$ cat config.mk
export PLATFORM = sky130hd
export DESIGN_NAME = bslu_ctrl
export DESIGN_NICKNAME = d
export VERILOG_FILES = /design/src/rtl/core/bslu_pkg.sv /design/src/rtl/core/bslu_ctrl.sv
export SDC_FILE = /design/constraint.sdc
export NUM_CORES = 1
export LEC_CHECK = 0
export BUFFER_PORTS_ARGS = -buffer_cell sky130_fd_sc_hd__buf_4
export CAP_MARGIN = 20
export CORE_UTILIZATION = 30
export DETAILED_ROUTE_END_ITERATION = 6
export HOLD_SLACK_MARGIN = 0.15
export PLACE_DENSITY = 0.56
export SLEW_MARGIN = 30
export SYNTH_ARGS = -nofsm -noshare
export SYNTH_HDL_FRONTEND = slang
export SYNTH_SLANG_ARGS = --single-unit
$ cat constraint.sdc
create_clock -name clk -period 2.5 [get_ports clk]
set_input_delay 0 -clock clk [delete_from_list [all_inputs] [get_ports clk]]
set_output_delay 0 -clock clk [all_outputs]
set_load 0.01 [all_outputs]
$ cat src/rtl/core/bslu_pkg.sv
package bslu_pkg;

  // default depth of the map store, in map bytes
  localparam int unsigned MAP_BYTES_DEF = 1024;

  localparam logic [63:0] TAG_BASE   = 64'h0000_0000_0012_3456;
  localparam logic [63:0] TAG_MAP    = TAG_BASE + 64'd1;
  localparam logic [63:0] TAG_COMP_A = TAG_BASE + 64'd2;
  localparam logic [63:0] TAG_COMP_B = TAG_BASE + 64'd3;

  typedef enum logic [3:0] {
    PH_TAG,
    PH_REG_ADDR,
    PH_REG_SIZE,
    PH_MAP,
    PH_SEEK_RD,
    PH_SEEK_CHK,
    PH_MAP_DATA,
    PH_RAW_ADDR,
    PH_RAW_DATA,
    PH_DONE
  } phase_t;

  typedef enum logic [1:0] {
    ST_RECORD = 2'd0,
    ST_END    = 2'd1,
    ST_COMP   = 2'd2,
    ST_LONG   = 2'd3
  } status_t;

  typedef enum logic [1:0] {
    SRC_NONE,
    SRC_MAP,
    SRC_RAW
  } src_t;

  // controller to datapath
  typedef struct packed {
    logic    take;
    logic    map_wr;
    logic    pos_clear;
    logic    ld_base;
    logic    ld_size;
    logic    ld_count;
    logic    ld_held;
    logic    dec_count;
    logic    seek_rd;
    logic    seek_hit;
    logic    seek_miss;
    logic    adv_bit;
    logic    emit;
    src_t    emit_src;
    status_t emit_status;
  } ctl_cmd_t;

  // datapath to controller
  typedef struct packed {
    logic word_done;
    logic word_zero;
    logic is_map_tag;
    logic is_comp_tag;
    logic size_long;
    logic size_zero;
    logic count_last;
    logic map_last;
    logic pos_end;
    logic hit;
    logic out_free;
  } dp_stat_t;

endpackage

$ cat src/rtl/core/bslu_ctrl.sv
module bslu_ctrl import bslu_pkg::*; (
  input  logic     clk,
  input  logic     rst,
  input  logic     byte_valid,
  input  dp_stat_t stat,
  output logic     byte_stall,
  output ctl_cmd_t cmd
);

  phase_t state;
  phase_t state_next;
  logic   acc;

  always_ff @(posedge clk) begin
    if (rst) begin
      state <= PH_TAG;
    end else begin
      state <= state_next;
    end
  end

  always_comb begin
    state_next = state;
    cmd        = '0;
    cmd.emit_src    = SRC_NONE;
    cmd.emit_status = ST_RECORD;

    unique case (state) inside
      PH_SEEK_RD, PH_SEEK_CHK: byte_stall = 1'b1;
      PH_DONE:                 byte_stall = 1'b0;
      default:                 byte_stall = !stat.out_free;
    endcase
    acc = byte_valid && !byte_stall;

    unique case (state)
      PH_TAG: begin
        if (acc) begin
          cmd.take = 1'b1;
          if (stat.word_done) begin
            if (stat.is_map_tag) begin
              state_next = PH_REG_ADDR;
            end else if (stat.is_comp_tag) begin
              cmd.emit        = 1'b1;
              cmd.emit_status = ST_COMP;
              state_next      = PH_DONE;
            end else if (stat.word_zero) begin
              cmd.emit        = 1'b1;
              cmd.emit_status = ST_END;
              state_next      = PH_DONE;
            end else begin
              cmd.ld_count = 1'b1;
              state_next   = PH_RAW_ADDR;
            end
          end
        end
      end
      PH_REG_ADDR: begin
        if (acc) begin
          cmd.take = 1'b1;
          if (stat.word_done) begin
            if (stat.word_zero) begin
              cmd.emit        = 1'b1;
              cmd.emit_status = ST_END;
              state_next      = PH_DONE;
            end else begin
              cmd.ld_base = 1'b1;
              state_next  = PH_REG_SIZE;
            end
          end
        end
      end
      PH_REG_SIZE: begin
        if (acc) begin
          cmd.take = 1'b1;
          if (stat.word_done) begin
            if (stat.size_long) begin
              cmd.emit        = 1'b1;
              cmd.emit_status = ST_LONG;
              state_next      = PH_DONE;
            end else begin
              cmd.ld_size = 1'b1;
              state_next  = stat.size_zero ? PH_REG_ADDR : PH_MAP;
            end
          end
        end
      end
      PH_MAP: begin
        if (acc) begin
          cmd.map_wr = 1'b1;
          if (stat.map_last) begin
            cmd.pos_clear = 1'b1;
            state_next    = PH_SEEK_RD;
          end
        end
      end
      PH_SEEK_RD: begin
        if (stat.pos_end) begin
          state_next = PH_REG_ADDR;
        end else begin
          cmd.seek_rd = 1'b1;
          state_next  = PH_SEEK_CHK;
        end
      end
      PH_SEEK_CHK: begin
        if (stat.hit) begin
          cmd.seek_hit = 1'b1;
          state_next   = PH_MAP_DATA;
        end else begin
          cmd.seek_miss = 1'b1;
          state_next    = PH_SEEK_RD;
        end
      end
      PH_MAP_DATA: begin
        if (acc) begin
          cmd.take = 1'b1;
          if (stat.word_done) begin
            cmd.emit     = 1'b1;
            cmd.emit_src = SRC_MAP;
            cmd.adv_bit  = 1'b1;
            state_next   = PH_SEEK_RD;
          end
        end
      end
      PH_RAW_ADDR: begin
        if (acc) begin
          cmd.take = 1'b1;
          if (stat.word_done) begin
            cmd.ld_held = 1'b1;
            state_next  = PH_RAW_DATA;
          end
        end
      end
      PH_RAW_DATA: begin
        if (acc) begin
          cmd.take = 1'b1;
          if (stat.word_done) begin
            cmd.emit      = 1'b1;
            cmd.emit_src  = SRC_RAW;
            cmd.dec_count = 1'b1;
            state_next    = stat.count_last ? PH_DONE : PH_RAW_ADDR;
          end
        end
      end
      PH_DONE: begin
        state_next = PH_DONE;
      end
      default: begin
        state_next = PH_DONE;
      end
    endcase
  end

endmodule

# Word level (Yosys, flattened, before mapping)
# Cells that the tools add are included.
# Widths: inputs -> output; s select.
# totals
register_bits,4
latchBits,0
ram_bits,0
romBits,0
n_memories,0
# classes
add_sub_neg,0
mul,0
n_div,0
n_lt_le_gt_ge,0
eq_ne,23
shift,0
mux,80
n_bitwise,0
reduce_logical,7
# ops
operator,count
$mux 4,22
$mux 1,38
$pmux 4 s9,1
$ne 2x2->1 const B,14
$mux 2,12
$eq 4x3->1 const B,4
$reduce_and 14->1,1
$mux 3,3
$eq 4x2->1 const B,2
$eq 4x4->1 const B,2
$pmux 2 s3,1
$reduce_or 6->1,1
$pmux 1 s5,1
$eq 4x1->1 const B,1
$logic_not 4->1,1
$pmux 2 s2,1
$logic_not 1->1,2
$pmux 1 s2,1
$reduce_or 2->1,1
$logic_and 1x1->1,1

# Depth between registers and ports, before layout
# logic_depth
ltp_word,7
ltp_mapped,6

# Least setup slack after synthesis
# OpenSTA, ideal clock, no wires.
# synth_path
path_type,flip-flop to output port
start,register state[3]
end,output cmd[1] (netlist name)
arrival_ns,1.509
slack_ns,0.991
path_stages_with_launch,5
path_cell_list,dfxtp_1 -> buf_2 -> or2_2 -> or3_1 -> a211oi_1
# synth_lines
element,line_no,text
"start, declared",bslu_ctrl.sv:10,phase_t state;
"start signal, assigned",bslu_ctrl.sv:18,state <= state_next;
"end, declared",bslu_ctrl.sv:7,output ctl_cmd_t cmd

==> impl_metrics.ini <==
[outcome]
status = finished clean

[synth]
synth.most_common_cell = a21oi_1
yosysSeqAreaShare_pct = 12.7
synth_top_flop_cell = dfxtp_1
ys_top_cells_by_count = a21oi_1 (13), nor3_1 (9), a211oi_1 (7), nand2_1 (7), nor2_1 (7)
ys_types = 32
syn_area_sq_um = 629
synth_edf_count = 0
postSynthCellCount = 97
synth.largest_area_cell = dfxtp_1
synth.area.top_cells = dfxtp_1 (13%), a21oi_1 (10%), a211oi_1 (8.3%)
ys_ff_latch = 4
synth.avg_cell_area_sq_um = 6.49
async_flop_share_pct = 0
synth_top_cell_area_share_pct = 12.7
synth_nets = 111
synth_warnings = 0

[die]
fp.dieW_um = 47.8
rows = 16
start_util_pct = 32.1
chipHeight_um = 47.8
core-area_sq_mm = 0.00196
ioPinCount = 32
dieArea_sq_mm = 0.00228

[grt]
grt_start_max_net_pins = 23
gr-total-overflow = 0
grt_pass1_vias = 666
grtUsageTotal_pct = 18.4
grt_pass1_wl_um = 3020
grt_antenna_before_repair = 0

[final_layout]
top_regs = state x4
n_antenna_cell = 0
regArea_sq_um = 80.1
finalNonFillerCells = 153
final_area_sq_um = 901
largest_register_ffs = 4
final_nets = 142
drive_above_1_share_pct = 32.5
largest-register = state
area_growth_pct = 43.1
multi_input_area_sq_um = 503
nFillCells = 225

[power]
p_sw_share_pct = 44.4
p_sw_uw = 196
clock_power_share_pct = 17.8
ir_drop_uv = 360
pwr-share-seq_pct = 28.4
comb_power_share_pct = 53.8
powerDensity_mw_per_mm2 = 490
intPower_uw = 246
p_leak_uw = 0.000373

[setup_path]
crit_chain = or3b_2, a21oi_1, o311ai_0, a21oi_1, buf_4
crit_path_frequent_cell = a21oi_1
max_stage_delay_ns = 0.67
endpoint_kind = output port
cp_data_arrival_time_ns = 1.93
r2r_cells = 4
slowest_stage = dfxtp_1
crit_fanout = 22
worst_setup_path_start_kind = flop
cp_data_required_time_ns = 2.50
crit_type = reg -> out

[route]
wl_met3_um = 80
ant_nets = 0
wl_per_cell_um = 13.3
via_per_inst = 5.44
highest_layer = met4
vias = 833
drtIter0Drc = 21
dr_wl_met2_um = 971
drt-total-wl_um = 2030
drc = 0
drt-met1-wl_um = 967
detail_route.first_pass.iterations = 4

[clock_tree]
worstSkewPairLatency_ns = 0.23
cts_buffer_depth = 2
path_clk_slew_ns = 0.04
postCtsSetupBuffers = 0
cts-root-buf = clkbuf_4
htree_levels = 1
numCtsBuffers = 3
cts_tree = yes
clock_sinks = 4

[place]
dp_hpwl_um = 1570
place_congestion = 0.754
place_area_sq_um = 868
preCtsSetupSlack_ns = 0.666
io_buffers = 31
dpl.cell_count = 149

[timing]
layout_setup_ws_ns = 0.567
skew_ns = 0.00436
min_period_ns = 1.93
clock.fmax_mhz = 517
setup_tns_ns = 0
final_max_slew_viol_count = 0
tightest_slew_ns = 0.569
finalSetupViolCount = 0
hold_viol = 0
period_share_pct = 77.3
timing.slew.headroom_pct = 62.0
rsz0062_at_grt = no

[job]
drv_cap = 0

[min_path]
hold_path_class = in -> reg
hold_path_depth = 4
[power by group through the flow]
stage	combinational (uW)	sequential, uW	clock (uW)
after floorplan	201	85.8	0
after detailed placement	236	125	0
after global placement	234	123	0
after global routing	264	130	89.4
final	238	126	78.7
after CTS	239	124	81.1
[area by class of cell]
type	count	area share (%)
multi-input cells	82	55.8
flip-flops and latches	4	8.89
well taps	27	3.75
clock buffers	3	2.50
repair buffers	32	26.9
inverters	5	2.08
[worst max-delay path: cells and delay by family, from the launching register on]
family | cells | cell delay (ns)
buf+inv | 1 | 0.16
flops | 1 | 0.67
simple gates | 1 | 0.24
compound gates | 3 | 0.63
[stage by stage]
stage	hold WS, ns	utilization [%]	total power [uW]
floorplan	0.0541	-	287
global placement	0.191	44.3	358
detailed placement	0.201	44.3	362
CTS	0.226	45.9	444
global route	0.224	45.9	483
finish	0.226	45.9	442
[cells in the final DEF (no fill, tap or decap), types with 2 or more instances in the layout]
cell,count
a211oi_1,7
a21oi_1,13
and2_1,3
buf_4,31
clkbuf_4,3
dfxtp_1,4
inv_1,5
nand2_1,7
nand2b_1,5
nand3b_1,2
nor2_1,7
nor3_1,9
nor4_1,2
nor4bb_1,2
o21ai_0,4
o31ai_1,2
or2_2,4
[per-layer routing]
metal | up-vias | GRT usage (%)
met1 | 383 | 26.9
met3 | 2 | 4.53
li1 | 423 | -
met4 | 0 | 3.33
met2 | 25 | 27.6
met5 | - | 0
[final timing paths]
kind              slack, ns  endpoint  startpoint
setup / recovery       0.57    cmd[4]    state[1]
hold / removal         0.23  state[2]     stat[2]
setup reg to reg       0.65  state[2]    state[2]
hold reg to reg        0.74  state[3]    state[3]
[repair_timing]
item | in CTS | in global routing
hold buffers | 1 | 0
endpoints found under the hold margin | 4 | 0
resized for setup | 0 | 0
setup endpoints to repair | 0 | 0
[kinds of logic after synthesis]
kind of cell,Yosys count,synth area share (%)
flops,4,12.7
compound gates,34,35.4
buf+inv,11,7.36
xor+xnor,1,1.39
simple gates,47,43.1
Note: power is estimated with default switching activity, not from simulation.
